### config.mk
export PLATFORM = sky130hd
export DESIGN_NAME = fan_thermal_mode_controller_core
export DESIGN_NICKNAME = d
export VERILOG_FILES = /design/src/rtl/ftmc_pkg.sv /design/src/rtl/ftmc_step.sv /design/src/rtl/fan_thermal_mode_controller_core.sv
export SDC_FILE = /design/constraint.sdc
export NUM_CORES = 1
export LEC_CHECK = 0
export BUFFER_PORTS_ARGS = -buffer_cell sky130_fd_sc_hd__buf_4
export CAP_MARGIN = 40
export CORE_UTILIZATION = 29
export DETAILED_ROUTE_END_ITERATION = 8
export SLEW_MARGIN = 20
export SYNTH_ARGS = -nofsm -noshare
export SYNTH_HDL_FRONTEND = slang
export SYNTH_SLANG_ARGS = --single-unit
export TNS_END_PERCENT = 100
### constraint.sdc
create_clock -name clock -period 14.1 [get_ports clock]
set_input_delay 2.115 -clock clock [delete_from_list [all_inputs] [get_ports clock]]
set_output_delay 2.115 -clock clock [all_outputs]
set_load 0.05 [all_outputs]
### src/rtl/ftmc_pkg.sv
// Shared types, codes and a helper function of the fan thermal mode controller.
`timescale 1ns / 1ps

package ftmc_pkg;

   localparam int CFG_WIDTH  = 16;
   localparam int TEMP_WIDTH = 9;

   // Configuration register indexes.
   localparam logic [2:0] REG_SCAN_PERIOD      = 3'd0;
   localparam logic [2:0] REG_PERSIST_LIMIT    = 3'd1;
   localparam logic [2:0] REG_LOG_PERIOD       = 3'd2;
   localparam logic [2:0] REG_PURGE_DELAY      = 3'd3;
   localparam logic [2:0] REG_PURGE_LENGTH     = 3'd4;
   localparam logic [2:0] REG_ALARM_THRESHOLD  = 3'd5;
   localparam logic [2:0] REG_HIGH_THRESHOLD   = 3'd6;
   localparam logic [2:0] REG_NORMAL_THRESHOLD = 3'd7;

   // Reset values of the thresholds.
   localparam logic signed [TEMP_WIDTH-1:0] ALARM_RESET  = 9'sd90;
   localparam logic signed [TEMP_WIDTH-1:0] HIGH_RESET   = 9'sd70;
   localparam logic signed [TEMP_WIDTH-1:0] NORMAL_RESET = 9'sd50;

   // Operating mode, held one-hot.
   typedef enum logic [3:0] {
      MODE_IDLE  = 4'b0001,
      MODE_PURGE = 4'b0010,
      MODE_ALARM = 4'b0100,
      MODE_HIGH  = 4'b1000
   } mode_type;

   // Codes reported on the mode_now field.
   localparam logic [1:0] MODE_CODE_IDLE  = 2'd0;
   localparam logic [1:0] MODE_CODE_PURGE = 2'd1;
   localparam logic [1:0] MODE_CODE_ALARM = 2'd2;
   localparam logic [1:0] MODE_CODE_HIGH  = 2'd3;

   typedef enum logic [2:0] {
      EV_NONE        = 3'd0,
      EV_PURGE_START = 3'd1,
      EV_ALARM_ENTER = 3'd2,
      EV_HIGH_ENTER  = 3'd3,
      EV_ESCALATED   = 3'd4,
      EV_NORMAL      = 3'd5
   } event_type;

   typedef struct packed {
      logic [CFG_WIDTH-1:0]         scan_period;
      logic [CFG_WIDTH-1:0]         persist_limit;
      logic [CFG_WIDTH-1:0]         log_period;
      logic [CFG_WIDTH-1:0]         purge_delay;
      logic [CFG_WIDTH-1:0]         purge_length;
      logic signed [TEMP_WIDTH-1:0] alarm_threshold;
      logic signed [TEMP_WIDTH-1:0] high_threshold;
      logic signed [TEMP_WIDTH-1:0] normal_threshold;
   } cfg_type;

   // Mode, fan levels, LED and halt flag kept between ticks.
   typedef struct packed {
      mode_type mode;
      logic     fan_cpu;
      logic     fan_supply;
      logic     fan_front;
      logic     fan_rear;
      logic     led;
      logic     halted;
   } flags_type;

   // Result item; the first field sits in the highest bit.
   typedef struct packed {
      logic       shutdown;
      event_type  event_code;
      logic       purge_finished;
      logic       log_strobe;
      logic       scanned;
      logic [1:0] mode_now;
      logic       led_level;
      logic       fan_rear;
      logic       fan_front;
      logic       fan_supply;
      logic       fan_cpu;
   } result_type;

   function automatic logic [1:0] mode_code(input mode_type m);
      logic [1:0] code;
      case (m)
         MODE_IDLE:  code = MODE_CODE_IDLE;
         MODE_PURGE: code = MODE_CODE_PURGE;
         MODE_ALARM: code = MODE_CODE_ALARM;
         MODE_HIGH:  code = MODE_CODE_HIGH;
         default:    code = MODE_CODE_IDLE;
      endcase
      return code;
   endfunction

endpackage

### src/rtl/ftmc_step.sv
// Next-state and result logic for one loop tick of the fan controller.
`timescale 1ns / 1ps

module ftmc_step #(
   parameter int COUNT_WIDTH = 16
) (
   input  ftmc_pkg::cfg_type                      cfg,
   input  logic signed [ftmc_pkg::TEMP_WIDTH-1:0] temperature,
   input  ftmc_pkg::flags_type                    flags_cur,
   input  logic [COUNT_WIDTH-1:0]                 scan_cur,
   input  logic [COUNT_WIDTH-1:0]                 log_cur,
   input  logic [COUNT_WIDTH-1:0]                 pwait_cur,
   input  logic [COUNT_WIDTH-1:0]                 prun_cur,
   input  logic [COUNT_WIDTH-1:0]                 oheat_cur,
   output ftmc_pkg::flags_type                    flags_nxt,
   output logic [COUNT_WIDTH-1:0]                 scan_nxt,
   output logic [COUNT_WIDTH-1:0]                 log_nxt,
   output logic [COUNT_WIDTH-1:0]                 pwait_nxt,
   output logic [COUNT_WIDTH-1:0]                 prun_nxt,
   output logic [COUNT_WIDTH-1:0]                 oheat_nxt,
   output ftmc_pkg::result_type                   result
);

   // Counters and periods are compared at the wider of the two widths.
   localparam int CMP_W = (COUNT_WIDTH > ftmc_pkg::CFG_WIDTH) ?
                          COUNT_WIDTH : ftmc_pkg::CFG_WIDTH;

   localparam logic [COUNT_WIDTH-1:0] CNT_ONE = COUNT_WIDTH'(1);

   function automatic logic below(input logic [COUNT_WIDTH-1:0] cnt,
                                  input logic [ftmc_pkg::CFG_WIDTH-1:0] lim);
      return CMP_W'(cnt) < CMP_W'(lim);
   endfunction

   ftmc_pkg::flags_type  f;
   ftmc_pkg::event_type  ev;
   logic                 done;
   logic                 scanned;
   logic                 strobe;
   logic                 pfin;
   logic                 at_alarm;
   logic                 at_high;
   logic                 at_normal;

   assign at_alarm  = temperature >= cfg.alarm_threshold;
   assign at_high   = temperature >= cfg.high_threshold;
   assign at_normal = temperature <= cfg.normal_threshold;

   always_comb begin
      f         = flags_cur;
      scan_nxt  = scan_cur;
      log_nxt   = log_cur;
      pwait_nxt = pwait_cur;
      prun_nxt  = prun_cur;
      oheat_nxt = oheat_cur;
      ev        = ftmc_pkg::EV_NONE;
      done      = 1'b0;
      scanned   = 1'b0;
      strobe    = 1'b0;
      pfin      = 1'b0;

      if (!flags_cur.halted) begin
         // Purge expiry is checked on every tick that is not halted, waiting ticks included.
         if (f.mode == ftmc_pkg::MODE_PURGE) begin
            if (below(prun_nxt, cfg.purge_length)) begin
               prun_nxt = prun_nxt + CNT_ONE;
            end else begin
               prun_nxt    = '0;
               f.mode      = ftmc_pkg::MODE_IDLE;
               f.fan_rear  = ~f.fan_rear;
               f.fan_front = ~f.fan_front;
               pfin        = 1'b1;
            end
         end

         if (below(scan_nxt, cfg.scan_period)) begin
            f.led    = ~f.led;
            scan_nxt = scan_nxt + CNT_ONE;
            done     = 1'b1;
         end else begin
            scan_nxt = '0;
            scanned  = 1'b1;
            if (below(log_nxt, cfg.log_period)) begin
               log_nxt = log_nxt + CNT_ONE;
            end else begin
               log_nxt = '0;
               strobe  = 1'b1;
            end
         end

         // Alarm entry from any other mode.
         if (!done && f.mode != ftmc_pkg::MODE_ALARM && at_alarm) begin
            case (f.mode)
               ftmc_pkg::MODE_IDLE: begin
                  f.fan_cpu    = ~f.fan_cpu;
                  f.fan_supply = ~f.fan_supply;
                  f.fan_front  = ~f.fan_front;
                  f.fan_rear   = ~f.fan_rear;
               end
               ftmc_pkg::MODE_PURGE: begin
                  f.fan_cpu    = ~f.fan_cpu;
                  f.fan_supply = ~f.fan_supply;
               end
               default: begin
                  f.fan_front  = ~f.fan_front;
                  f.fan_supply = ~f.fan_supply;
               end
            endcase
            f.mode    = ftmc_pkg::MODE_ALARM;
            oheat_nxt = '0;
            ev        = ftmc_pkg::EV_ALARM_ENTER;
            done      = 1'b1;
         end

         // Overheat persisting in alarm mode; once the count reaches the limit the block halts.
         if (!done && f.mode == ftmc_pkg::MODE_ALARM && at_alarm) begin
            if (below(oheat_nxt, cfg.persist_limit)) begin
               oheat_nxt = oheat_nxt + CNT_ONE;
            end else begin
               f.halted = 1'b1;
               done     = 1'b1;
            end
         end

         // High entry from idle or purge.
         if (!done && (f.mode == ftmc_pkg::MODE_IDLE || f.mode == ftmc_pkg::MODE_PURGE)
             && at_high) begin
            if (f.mode == ftmc_pkg::MODE_IDLE) begin
               f.fan_cpu  = ~f.fan_cpu;
               f.fan_rear = ~f.fan_rear;
            end else begin
               f.fan_front = ~f.fan_front;
               f.fan_cpu   = ~f.fan_cpu;
            end
            f.mode    = ftmc_pkg::MODE_HIGH;
            oheat_nxt = '0;
            ev        = ftmc_pkg::EV_HIGH_ENTER;
            done      = 1'b1;
         end

         if (!done && f.mode == ftmc_pkg::MODE_HIGH) begin
            if (at_high && below(oheat_nxt, cfg.persist_limit)) begin
               oheat_nxt = oheat_nxt + CNT_ONE;
            end else if (at_alarm && !below(oheat_nxt, cfg.persist_limit)) begin
               oheat_nxt    = '0;
               f.mode       = ftmc_pkg::MODE_ALARM;
               f.fan_front  = ~f.fan_front;
               f.fan_supply = ~f.fan_supply;
               ev           = ftmc_pkg::EV_ESCALATED;
            end
         end

         if (!done && f.mode == ftmc_pkg::MODE_IDLE) begin
            if (below(pwait_nxt, cfg.purge_delay)) begin
               pwait_nxt = pwait_nxt + CNT_ONE;
            end else begin
               f.mode      = ftmc_pkg::MODE_PURGE;
               pwait_nxt   = '0;
               prun_nxt    = '0;
               f.fan_rear  = ~f.fan_rear;
               f.fan_front = ~f.fan_front;
               ev          = ftmc_pkg::EV_PURGE_START;
            end
         end

         if (!done && (f.mode == ftmc_pkg::MODE_ALARM || f.mode == ftmc_pkg::MODE_HIGH)
             && at_normal) begin
            if (f.mode == ftmc_pkg::MODE_ALARM) begin
               f.fan_cpu    = ~f.fan_cpu;
               f.fan_supply = ~f.fan_supply;
               f.fan_front  = ~f.fan_front;
               f.fan_rear   = ~f.fan_rear;
            end else begin
               f.fan_cpu  = ~f.fan_cpu;
               f.fan_rear = ~f.fan_rear;
            end
            f.mode = ftmc_pkg::MODE_IDLE;
            ev     = ftmc_pkg::EV_NORMAL;
         end
      end

      flags_nxt = f;

      result.fan_cpu        = f.fan_cpu;
      result.fan_supply     = f.fan_supply;
      result.fan_front      = f.fan_front;
      result.fan_rear       = f.fan_rear;
      result.led_level      = f.led;
      result.mode_now       = ftmc_pkg::mode_code(f.mode);
      result.scanned        = scanned;
      result.log_strobe     = strobe;
      result.purge_finished = pfin;
      result.event_code     = ev;
      result.shutdown       = f.halted;
   end

endmodule

### src/rtl/fan_thermal_mode_controller_core.sv
// Top level of the fan thermal mode controller: registers, handshakes and checks.
`timescale 1ns / 1ps

// Channel   Direction  Payload                               Transfer when
// req_      in         tdata[8:0] temperature (signed)       req_tvalid && req_tready
// rsp_      out        tdata[13:0] fans, LED, mode, events   rsp_tvalid && rsp_tready
// csr_      in         index 0..7, wdata 16 bits             csr_we
//
// Every tick is worked out in the cycle of its transfer: the mode, counter and
// fan registers take their next values at that edge and the result lands in
// the output register, so each result is valid in the cycle after its request.
// A new request is taken in every cycle while the output register is empty or
// being drained in the same cycle; a stalled result holds only the req_ side.
// Synchronous reset clears the mode to idle, all counters, fans, LED and the
// halt flag, and loads the thresholds with their defaults.

module fan_thermal_mode_controller_core #(
   parameter int COUNT_WIDTH = 16
) (
   input  logic        clock,
   input  logic        reset,
   // Input stream
   input  logic        req_tvalid,
   output logic        req_tready,
   input  logic [15:0] req_tdata,   // [8:0] temperature, [15:9] zero
   // Result stream
   output logic        rsp_tvalid,
   input  logic        rsp_tready,
   output logic [15:0] rsp_tdata,   // [0] fan_cpu, [1] fan_supply, [2] fan_front,
                                    // [3] fan_rear, [4] led_level, [6:5] mode_now,
                                    // [7] scanned, [8] log_strobe, [9] purge_finished,
                                    // [12:10] event_code, [13] shutdown, [15:14] zero
   // Configuration writes
   input  logic        csr_we,
   input  logic [2:0]  csr_index,
   input  logic [15:0] csr_wdata
);

   localparam int RES_W = $bits(ftmc_pkg::result_type);

   ftmc_pkg::cfg_type    cfg_ff, cfg_in;
   ftmc_pkg::flags_type  flags_ff, flags_in;
   logic [COUNT_WIDTH-1:0] scan_ff, scan_in;
   logic [COUNT_WIDTH-1:0] log_ff, log_in;
   logic [COUNT_WIDTH-1:0] pwait_ff, pwait_in;
   logic [COUNT_WIDTH-1:0] prun_ff, prun_in;
   logic [COUNT_WIDTH-1:0] oheat_ff, oheat_in;
   ftmc_pkg::result_type result_ff, result_in;
   logic                   rsp_valid_ff;
   logic                   req_take;

   assign req_tready = !rsp_valid_ff || rsp_tready;
   assign req_take   = req_tvalid && req_tready;
   assign rsp_tvalid = rsp_valid_ff;
   assign rsp_tdata  = {(16 - RES_W)'(0), result_ff};

   // Configuration registers. Thresholds keep the low nine bits of the write.
   always_comb begin
      cfg_in = cfg_ff;
      if (csr_we) begin
         case (csr_index)
            ftmc_pkg::REG_SCAN_PERIOD:      cfg_in.scan_period   = csr_wdata;
            ftmc_pkg::REG_PERSIST_LIMIT:    cfg_in.persist_limit = csr_wdata;
            ftmc_pkg::REG_LOG_PERIOD:       cfg_in.log_period    = csr_wdata;
            ftmc_pkg::REG_PURGE_DELAY:      cfg_in.purge_delay   = csr_wdata;
            ftmc_pkg::REG_PURGE_LENGTH:     cfg_in.purge_length  = csr_wdata;
            ftmc_pkg::REG_ALARM_THRESHOLD:
               cfg_in.alarm_threshold = csr_wdata[ftmc_pkg::TEMP_WIDTH-1:0];
            ftmc_pkg::REG_HIGH_THRESHOLD:
               cfg_in.high_threshold = csr_wdata[ftmc_pkg::TEMP_WIDTH-1:0];
            ftmc_pkg::REG_NORMAL_THRESHOLD:
               cfg_in.normal_threshold = csr_wdata[ftmc_pkg::TEMP_WIDTH-1:0];
            default: cfg_in = cfg_ff;
         endcase
      end
   end

   always_ff @(posedge clock) begin
      if (reset) begin
         cfg_ff.scan_period      <= '0;
         cfg_ff.persist_limit    <= '0;
         cfg_ff.log_period       <= '0;
         cfg_ff.purge_delay      <= '0;
         cfg_ff.purge_length     <= '0;
         cfg_ff.alarm_threshold  <= ftmc_pkg::ALARM_RESET;
         cfg_ff.high_threshold   <= ftmc_pkg::HIGH_RESET;
         cfg_ff.normal_threshold <= ftmc_pkg::NORMAL_RESET;
      end else begin
         cfg_ff <= cfg_in;
      end
   end

   // The whole tick is one pass of combinational logic.
   ftmc_step #(
      .COUNT_WIDTH (COUNT_WIDTH)
   ) u_step (
      .cfg         (cfg_ff),
      .temperature (req_tdata[ftmc_pkg::TEMP_WIDTH-1:0]),
      .flags_cur   (flags_ff),
      .scan_cur    (scan_ff),
      .log_cur     (log_ff),
      .pwait_cur   (pwait_ff),
      .prun_cur    (prun_ff),
      .oheat_cur   (oheat_ff),
      .flags_nxt   (flags_in),
      .scan_nxt    (scan_in),
      .log_nxt     (log_in),
      .pwait_nxt   (pwait_in),
      .prun_nxt    (prun_in),
      .oheat_nxt   (oheat_in),
      .result      (result_in)
   );

   // Tick state advances only on an input transfer. The scan and log counters
   // reset to zero, as do their period registers.
   always_ff @(posedge clock) begin
      if (reset) begin
         flags_ff.mode       <= ftmc_pkg::MODE_IDLE;
         flags_ff.fan_cpu    <= 1'b0;
         flags_ff.fan_supply <= 1'b0;
         flags_ff.fan_front  <= 1'b0;
         flags_ff.fan_rear   <= 1'b0;
         flags_ff.led        <= 1'b0;
         flags_ff.halted     <= 1'b0;
         scan_ff             <= '0;
         log_ff              <= '0;
         pwait_ff            <= '0;
         prun_ff             <= '0;
         oheat_ff            <= '0;
      end else if (req_take) begin
         flags_ff <= flags_in;
         scan_ff  <= scan_in;
         log_ff   <= log_in;
         pwait_ff <= pwait_in;
         prun_ff  <= prun_in;
         oheat_ff <= oheat_in;
      end
   end

   // Output register: refilled on every input transfer, emptied when taken.
   always_ff @(posedge clock) begin
      if (reset) begin
         rsp_valid_ff <= 1'b0;
      end else if (req_take) begin
         rsp_valid_ff <= 1'b1;
      end else if (rsp_tready) begin
         rsp_valid_ff <= 1'b0;
      end
   end

   always_ff @(posedge clock) begin
      if (req_take) begin
         result_ff <= result_in;
      end
   end

   // Once halted, only reset releases the block.
   a_halt_sticky : assert property (@(posedge clock) disable iff (reset)
      flags_ff.halted |=> flags_ff.halted)
      else $error("halt flag cleared without reset");

   // A halted block leaves mode, LED and the CPU and rear fans untouched on further ticks.
   a_halt_frozen : assert property (@(posedge clock) disable iff (reset)
      (flags_ff.halted && req_take) |=>
         ($stable(flags_ff.mode) && $stable(flags_ff.fan_cpu) &&
          $stable(flags_ff.fan_rear) && $stable(flags_ff.led)))
      else $error("state changed while halted");

   // Waiting ticks report neither events nor log strobes.
   a_wait_quiet : assert property (@(posedge clock) disable iff (reset)
      (rsp_valid_ff && !result_ff.scanned) |->
         (result_ff.event_code == ftmc_pkg::EV_NONE && !result_ff.log_strobe))
      else $error("event reported on a waiting tick");

   // The fan set matches the mode: all fans on in alarm mode, all off in idle.
   a_fans_follow_mode : assert property (@(posedge clock) disable iff (reset)
      (flags_ff.mode == ftmc_pkg::MODE_ALARM) |->
         (flags_ff.fan_cpu && flags_ff.fan_supply && flags_ff.fan_front &&
          flags_ff.fan_rear))
      else $error("alarm mode without all fans on");

   a_idle_fans_off : assert property (@(posedge clock) disable iff (reset)
      (flags_ff.mode == ftmc_pkg::MODE_IDLE) |->
         !(flags_ff.fan_cpu || flags_ff.fan_supply || flags_ff.fan_front ||
           flags_ff.fan_rear))
      else $error("idle mode with a fan on");

endmodule
Word-level counts from Yosys, hierarchy flattened
Index checks and enable logic that the tools add are counted.

storage, ports and cells
  input port bits = 40
  word-level logic and storage cells = 205
  flip-flop bits (word level) = 212
  output and inout bits = 18

operators by class
  reductions and logical operators = 39
  bitwise logic cells = 21
  magnitude comparators = 9
  equal/unequal tests = 21
  multiplexer cells = 76
  $add $sub $neg = 6

operators by type and width
  cell                     count
  $mux W16                 16
  $add A16 B1 Y16 const B  6
  $lt A16 B16 Y1           6
  $mux W4                  10
  $mux W2                  15
  $mux W8                  3
  $mux W1                  22
  $not A1 Y1               21
  $ge A9 B9 Y1             2
  $mux W3                  6
  $reduce_and A2 Y1        9
  $eq A4 B2 Y1 const B     4
  $logic_and A1 B1 Y1      13
  $eq A3 B3 Y1 const B     4
  $eq A4 B1 Y1 const B     3
  $eq A4 B3 Y1 const B     3
  $eq A4 B4 Y1 const B     3
  $mux W10                 1
  $mux W5                  2
  $le A9 B9 Y1             1
  $reduce_or A2 Y1         4
  $eq A3 B2 Y1 const B     2
  $logic_not A1 Y1         6
  $pmux W2 S3              1
  other kinds (6)          9

Longest topological paths before layout
Gate-level depths: netlist of the first run.

  depth after elaboration = 38
  mapped depth = 34
  depth with buffers taken out = 30

Cells and area by module
Synthesis of the first run repeated with hierarchy kept, for this count alone.

unflattened totals
  cell total of the unflattened synthesis = 1923
  area total of the unflattened synthesis = 14699.1 µm²

by module, submodules not included
  module                            times used  cells an instance  seq. area each (µm²)  area each (µm²)
  fan_thermal_mode_controller_core  1           918                4384.2                8234.1
  ftmc_step                         1           1005               0.0                   6465.0

Least setup slack after synthesis of the first run
No wires, ideal clock.

  path kind = input-to-reg
  start point = input req_tdata[7]
  end point = register oheat_ff[6]
  cell stages on the path = 28
  library setup time = 74 ps
  arrival = 7833 ps
  data required time = 14026 ps
  buffers on the path = 2
  slack = 6193 ps
  cell sequence = ha_1 and3_1 nor4b_1 nor3_1 nand2_1 nand3_1 clkbuf_1 nand2_1 inv_1 ha_1 or4_1 a221o_1 a2bb2oi_2 o21ai_2 or3_1 o311a_1 nor2_1 ha_1 nor2b_1 o21ai_0 nand2b_1 o211ai_1 nor2_1 a2111oi_2 buf_4 nand3_1 or3_1 a31oi_1

between the ends
  cells in the longest elaborated chain, start to end = 20
  elaborated cells on any way between the ends = 43
  classes of those cells = add/sub: 2; order compare: 4; eq/ne: 4; mux: 20; reduce/logical: 13

RTL lines
  item                                                     line                                     source
  start: declaration                                       fan_thermal_mode_controller_core.sv:25   input logic [15:0] req_tdata,
  branches (longest 19 deep; another with $lt A16 B16 Y1)  -
  $mux W16 (*)                                             ftmc_step.sv:141                         if (!done && f.mode == ftmc_pkg::MODE_HIGH) begin
  end signal: assignment                                   fan_thermal_mode_controller_core.sv:136  oheat_ff <= oheat_in;
  end: declaration                                         fan_thermal_mode_controller_core.sv:47   logic [COUNT_WIDTH-1:0] oheat_ff, oheat_in;

Mark *: on every way between the ends. The select of a mux whose other input is x is not followed.
A chain may end at the register's enable or synchronous reset.

Worst setup path after layout of the first run
Ends and elaborated chain as after synthesis.

==> results of run 1 <==
-- area by class of cell --
cell class	instances	area [um2]	share of cell area, %
multi-input combinational	1183	7445	51.81
clock buffer	31	668.1	4.650
clock inverter	13	121.4	0.8446
sequential	212	4384	30.51
inverter	128	480.5	3.344
tap	577	721.9	5.024
timing repair buffer	71	549.3	3.822
-- worst max path at each step --
stage,to,slack [ps],cells past startpoint
2_1_floorplan,oheat_ff[6],6190,28
3_3_place_gp,oheat_ff[6],4570,29
3_5_place_dp,oheat_ff[6],4480,29
4_1_cts,oheat_ff[6],5020,29
5_1_grt,oheat_ff[6],4350,29
6_report,oheat_ff[6],4900,29
-- stage by stage --
stage | instance area, um2 | cells | setup slack, ps | hold WS (ps) | util [%]
floorplan | 12580 | 1589 | 6193 | 436.3 | -
global placement | 13530 | 2166 | 4569 | 441.6 | 31.96
detailed placement | 13570 | 2170 | 4485 | 448.2 | 32.07
CTS | 14360 | 2214 | 5017 | 456.5 | 33.94
global route | 14370 | 2215 | 4349 | 469.6 | 33.95
finish | 14370 | 2215 | 4899 | 453.6 | 33.95
-- cell families (layout without fill, tap and decap cells) --
kind of cell / after synthesis / in the layout
and+or+nand+nor: 626 / 626
AOI/OAI and AO/OA: 338 / 338
DFF: 212 / 212
buffers and inverters: 194 / 243
adders and majority gates: 122 / 122
xor gates and xnor gates: 77 / 77
muxes: 18 / 18
other: 1 / 2
-- power by group through the flow --
stage	Combinational (mW)	Clock [mW]	Sequential, mW
3_5_place_dp	0.288	0	0.657
2_1_floorplan	0.176	0	0.676
6_report	0.292	0.620	0.644
5_1_grt	0.320	0.658	0.646
3_3_place_gp	0.284	0	0.656
4_1_cts	0.290	0.637	0.643
-- critical path, delay by kind of cell --
family,cells,cell delay [ps]
and+or+nand+nor,12,3920
buffers and inverters,3,500
xor gates and xnor gates,1,120
AOI/OAI and AO/OA,10,2140
adders and majority gates,3,830
-- state kept, by name, indices dropped and copies added (netlist names) --
register / flops
cfg_ff: 107
flags_ff: 10
log_ff: 16
oheat_ff: 16
prun_ff: 16
pwait_ff: 16
rsp_tdata: 14
rsp_tvalid: 1
scan_ff: 16
-- routing by layer --
layer,vias up,part of all wire [%]
li1,5590,-
met3,56,4.8
met2,222,47
met1,5184,46
met5,-,0
met4,0,2.8
-- cells in the final DEF (no fill, tap or decap), drive strengths merged, types with 31 or more instances in the layout --
master,count
dfxtp,198
buf,71
a21oi,147
nand4,36
ha,122
xor2,49
nor3,33
nand2,252
nand3,49
clkbuf,31
nor2,137
inv,127
o21ai,61
==> flow_metrics.tcl, run 1 <==
set metrics [dict create \
    outcome "complete, no violations" \
    synthXorXnorAreaFrac_pct 5.362 \
    synth_edf_count 14 \
    hold_end "cfg_ff[96]" \
    drc 0 \
    nFillCells 4419 \
    vias_per_cell 4.990 \
    dp_hpwl_um 26160 \
    grt_pass1_wl_um 56840 \
    fin_tns_setup_ps 0 \
    crit_start "req_tdata[7]" \
    use_met1_pct 20.56 \
    route.vias.total 11050 \
    synth_adder_area_share_pct 12.14 \
    core_mm2 0.04232 \
    detail-route-antenna-nets 0 \
    wirelength_um 35610 \
    groute.layer.met2.usage_pct 27.45 \
    clock_latency_ps 530 \
    synth_area_mm2 0.01258 \
    clock_path_buffers 3 \
    drv_slew 0 \
    ios 58 \
    netSwitchingPower_mw 0.4732 \
    ys_ff_latch 212 \
    rsz0062_at_grt "no" \
    synth_area_leader_cell "dfxtp_1" \
    synth_compound_area_share_pct 16.60 \
    syn_area_per_cell_um2 7.920 \
    nets 1782 \
    p_sw_share_pct 30.42 \
    cts_buffers 24 \
    synth_common_cells "nand2_1, dfxtp_1, a21oi_1, nor2_1, inv_1" \
    synth-simple-area-share_pct 23.44 \
    die_h_um 210.3 \
    synthTopCellsByArea "dfxtp_1, ha_1, nand2_1" \
    routedWlPerCell_um 16.08 \
    area_growth_syn_to_layout_pct 14.26 \
    clock_skew_ps 15.58 \
    worstSetupPathType "primary input to register" \
    grt-ovfl-total 0 \
    hold_path_class "register to register" \
    cp-end-kind "register" \
    synth_top_family_by_area "simple AND/OR/NAND/NOR gates" \
    die_area_mm2 0.04421 \
    worstPathMaxFanout 16 \
    timing.final.crit_share_pct 65.25 \
    p_int_mw 1.083 \
    p_leak_nw 5.388 \
    max_freq_mhz 108.7 \
    fin_crit_ps 9201 \
    timing.critical_path.mode_cell "ha_1" \
    drive_gt1_share_pct 8.364 \
    busiest_layer "met2" \
    syn_inst 1588 \
    synth_top_area_share_pct 31.52 \
    cts_resized 0 \
    synth_cell_type_count 79 \
    hold_depth 2 \
    worstPathArrival_ps 9660 \
    r2r_cells 29 \
    port_buffers 48 \
    cts_sinks 212 \
    power_mw 1.556 \
    tritoncts "yes" \
    cts_hold_buffers 0 \
    async_reset_ff_share_pct 0 \
    ff2ff_setup_slack_ps 6270 \
    hold_viol 0 \
    drtPass1Iterations 6 \
    floorplan.initialDensity_pct 29.72 \
    clk_pin_slew_worst_paths_ps 60 \
    gr-usage-met3_pct 2.861 \
    yosysWarnings 0 \
    antennaDiodeCount 0 \
    clkPwrFrac_pct 39.9 \
    die_w_um 210.3 \
    first_iter_violations 656 \
    rr_startpoint "cfg_ff[25]" \
    antenna_found_initial 0 \
    grt_max_degree 56 \
    synth.area.mux_share_pct 1.452 \
    worstMarginPinSlew_ps 763.7 \
    finalWeightedCongestion 0.9345 \
    seq_area_frac_synth_pct 34.86 \
    worstHoldStart "cfg_ff[96]" \
    grtUsageTotal_pct 16.10 \
    synth.most_common_cell "nand2_1" \
    cpMaxStageDelayCell "nand3_1" \
    cts.htree.levels 1 \
    grt_pass1_vias 10480 \
    std_cell_rows 75 \
    seq_power_share_pct 41.4 \
    worstPathRequired_ps 14560 \
    cts_setup_buffers 0 \
    startpoint_type "primary input" \
    reg2reg_to "oheat_ff[6]" \
    cap_violations 0 \
    powerDensity_mw_per_mm2 108.3 \
    setup-violations-final 0 \
    max_stage_delay_ps 510 \
    relSlewSlack_pct 48.90 \
    synth-main-ff-cell "dfxtp_1" \
    cts-root-buf "clkbuf_16" \
    peakVddDrop_v 0.00007665 \
    power_frac_comb_pct 18.8 \
]
No activity file was read; power rests on OpenSTA's default activity.
==> run 2: changes to the inputs <==
==> constraint.sdc (replaced) <==
create_clock -name clock -period 7.4 [get_ports clock]
set_input_delay 1.11 -clock clock [delete_from_list [all_inputs] [get_ports clock]]
set_output_delay 1.11 -clock clock [all_outputs]
set_load 0.05 [all_outputs]
==> flow_metrics.tcl, run 2 (same netlist as run 1, synthesis figures left out) <==
set metrics [dict create \
    outcome "complete, no violations" \
    fin_crit_ps 6905 \
    reg2reg_to "oheat_ff[15]" \
    busiest_layer "met2" \
    cts_hold_buffers 0 \
    antenna_found_initial 0 \
    rr_startpoint "cfg_ff[98]" \
    hold_end "cfg_ff[95]" \
    worstPathRequired_ps 7850 \
    cts-root-buf "clkbuf_16" \
    port_buffers 48 \
    detail-route-antenna-nets 0 \
    drc 0 \
    timing.final.crit_share_pct 93.31 \
    ios 58 \
    max_stage_delay_ps 540 \
    routedWlPerCell_um 15.90 \
    hold_depth 2 \
    cts_buffers 24 \
    worstSetupPathType "primary input to register" \
    multi_input_area_mm2 0.007446 \
    powerDensity_mw_per_mm2 204.9 \
    gr-usage-met3_pct 3.173 \
    top_register "cfg_ff" \
    floorplan.initialDensity_pct 29.72 \
    hold_viol 0 \
    nFillCells 4396 \
    die_h_um 210.3 \
    fin_cells 2277 \
    clock_path_buffers 3 \
    worst-path-buf-inv 2 \
    place_inst 2233 \
    core_mm2 0.04232 \
    fin_hold_ws_ps 453.1 \
    final_common_cell "nand2_1" \
    drive_gt1_share_pct 11.47 \
    dp_hpwl_um 26740 \
    route.vias.total 11270 \
    final_cell_area_mm2 0.01483 \
    area_growth_syn_to_layout_pct 17.95 \
    cp_top_family "simple AND/OR/NAND/NOR gates" \
    clock_latency_ps 530 \
    worstPathMaxFanout 6 \
    die_w_um 210.3 \
    worstMarginPinSlew_ps 802.8 \
    clk_pin_slew_worst_paths_ps 60 \
    largest_reg_flops 107 \
    ff2ff_setup_slack_ps 540 \
    hold_path_class "register to register" \
    max_freq_mhz 144.8 \
    r2r_cells 28 \
    tritoncts "yes" \
    die_area_mm2 0.04421 \
    antennaDiodeCount 0 \
    relSlewSlack_pct 46.28 \
    clock_skew_ps 12.71 \
    worstHoldStart "cfg_ff[95]" \
    wirelength_um 36210 \
    layout_common_cells "nand2_1, dfxtp_1, a21oi_1, nor2_1, buf_4" \
    placed_area_mm2 0.01405 \
    finalWeightedCongestion 0.9571 \
    regArea_mm2 0.004384 \
    startpoint_type "primary input" \
    p_leak_nw 5.688 \
    grt-ovfl-total 0 \
    grtUsageTotal_pct 16.51 \
    first_iter_violations 595 \
    cts_sinks 212 \
    cpMaxStageDelayCell "or4_1" \
    grt_max_degree 56 \
    vias_per_cell 4.949 \
    use_met1_pct 20.92 \
    timing.critical_path.mode_cell "ha_1" \
    grt_pass1_wl_um 58600 \
    cap_violations 0 \
    worstPathArrival_ps 7360 \
    setup-violations-final 0 \
    cp-end-kind "register" \
    drtPass1Iterations 5 \
    std_cell_rows 75 \
    drv_slew 0 \
    groute.layer.met2.usage_pct 27.80 \
    cts.htree.levels 1 \
    rsz0062_at_grt "no" \
    nets 1844 \
    fin_tns_setup_ps 0 \
    grt_pass1_vias 11020 \
    peakVddDrop_v 0.0001389 \
]
==> run 2: changes by cell type in the layout (fill, tap and decap cells not counted), sizes merged <==
cell / change
clkinv: -1
buf: +62
bufinv: +1
==> run 2: where the power goes <==
part           switching, mW  internal, mW  total (mW)
registers             0.0279          1.20        1.23
clock network          0.494         0.705        1.20
logic                  0.383         0.230       0.613
total                  0.905          2.13        3.04
==> run 2: how the worst max path moves through the flow <==
stage | from | endpoint | slack, ps | cells after the start
floorplan | req_tdata[7] | oheat_ff[6] | 500 | 28
global placement | req_tdata[4] | oheat_ff[15] | 90 | 28
detailed placement | req_tdata[4] | oheat_ff[15] | 50 | 28
CTS | req_tdata[4] | oheat_ff[15] | 560 | 27
global route | cfg_ff[98] | oheat_ff[15] | 60 | 31
finish | req_tdata[4] | oheat_ff[15] | 490 | 27
==> run 2: metrics by stage <==
step                power [mW]  utilization, %  worst slack [ps]
floorplan                1.623               -             498.0
global placement         1.847           33.08             90.55
detailed placement       1.857           33.19             46.01
CTS                      3.063           35.05             562.1
global route             3.175           35.05             56.19
finish                   3.040           35.05             494.7
==> run 2: area by class of cell <==
class	count	area share, %
inverter	128	3.239
tap	577	4.867
timing repair buffer	133	6.840
clock inverter	13	0.8013
sequential	212	29.55
clock buffer	31	4.504
multi-input combinational	1183	50.19
==> run 2: layer usage <==
| metal | up-vias | wire length, um |
|---|---|---|
| li1 | 5696 | - |
| met1 | 5239 | 16250 |
| met2 | 261 | 16610 |
| met3 | 74 | 2153 |
| met4 | 0 | 1190 |
| met5 | - | 0 |
==> run 2: worst reg2reg max path, delay by kind of cell (launching register included) <==
family	cells	cell delay, ps
AOI/OAI and AO/OA	11	2780
DFF	1	330
adders and majority gates	3	820
and+or+nand+nor	11	2380
buffers and inverters	3	470
==> run 2: timing repair <==
| item | CTS | global route |
|---|---|---|
| endpoints found under the setup margin | 0 | 1 |
| setup buffers | 0 | 0 |
| gates resized for setup | 0 | 1 |
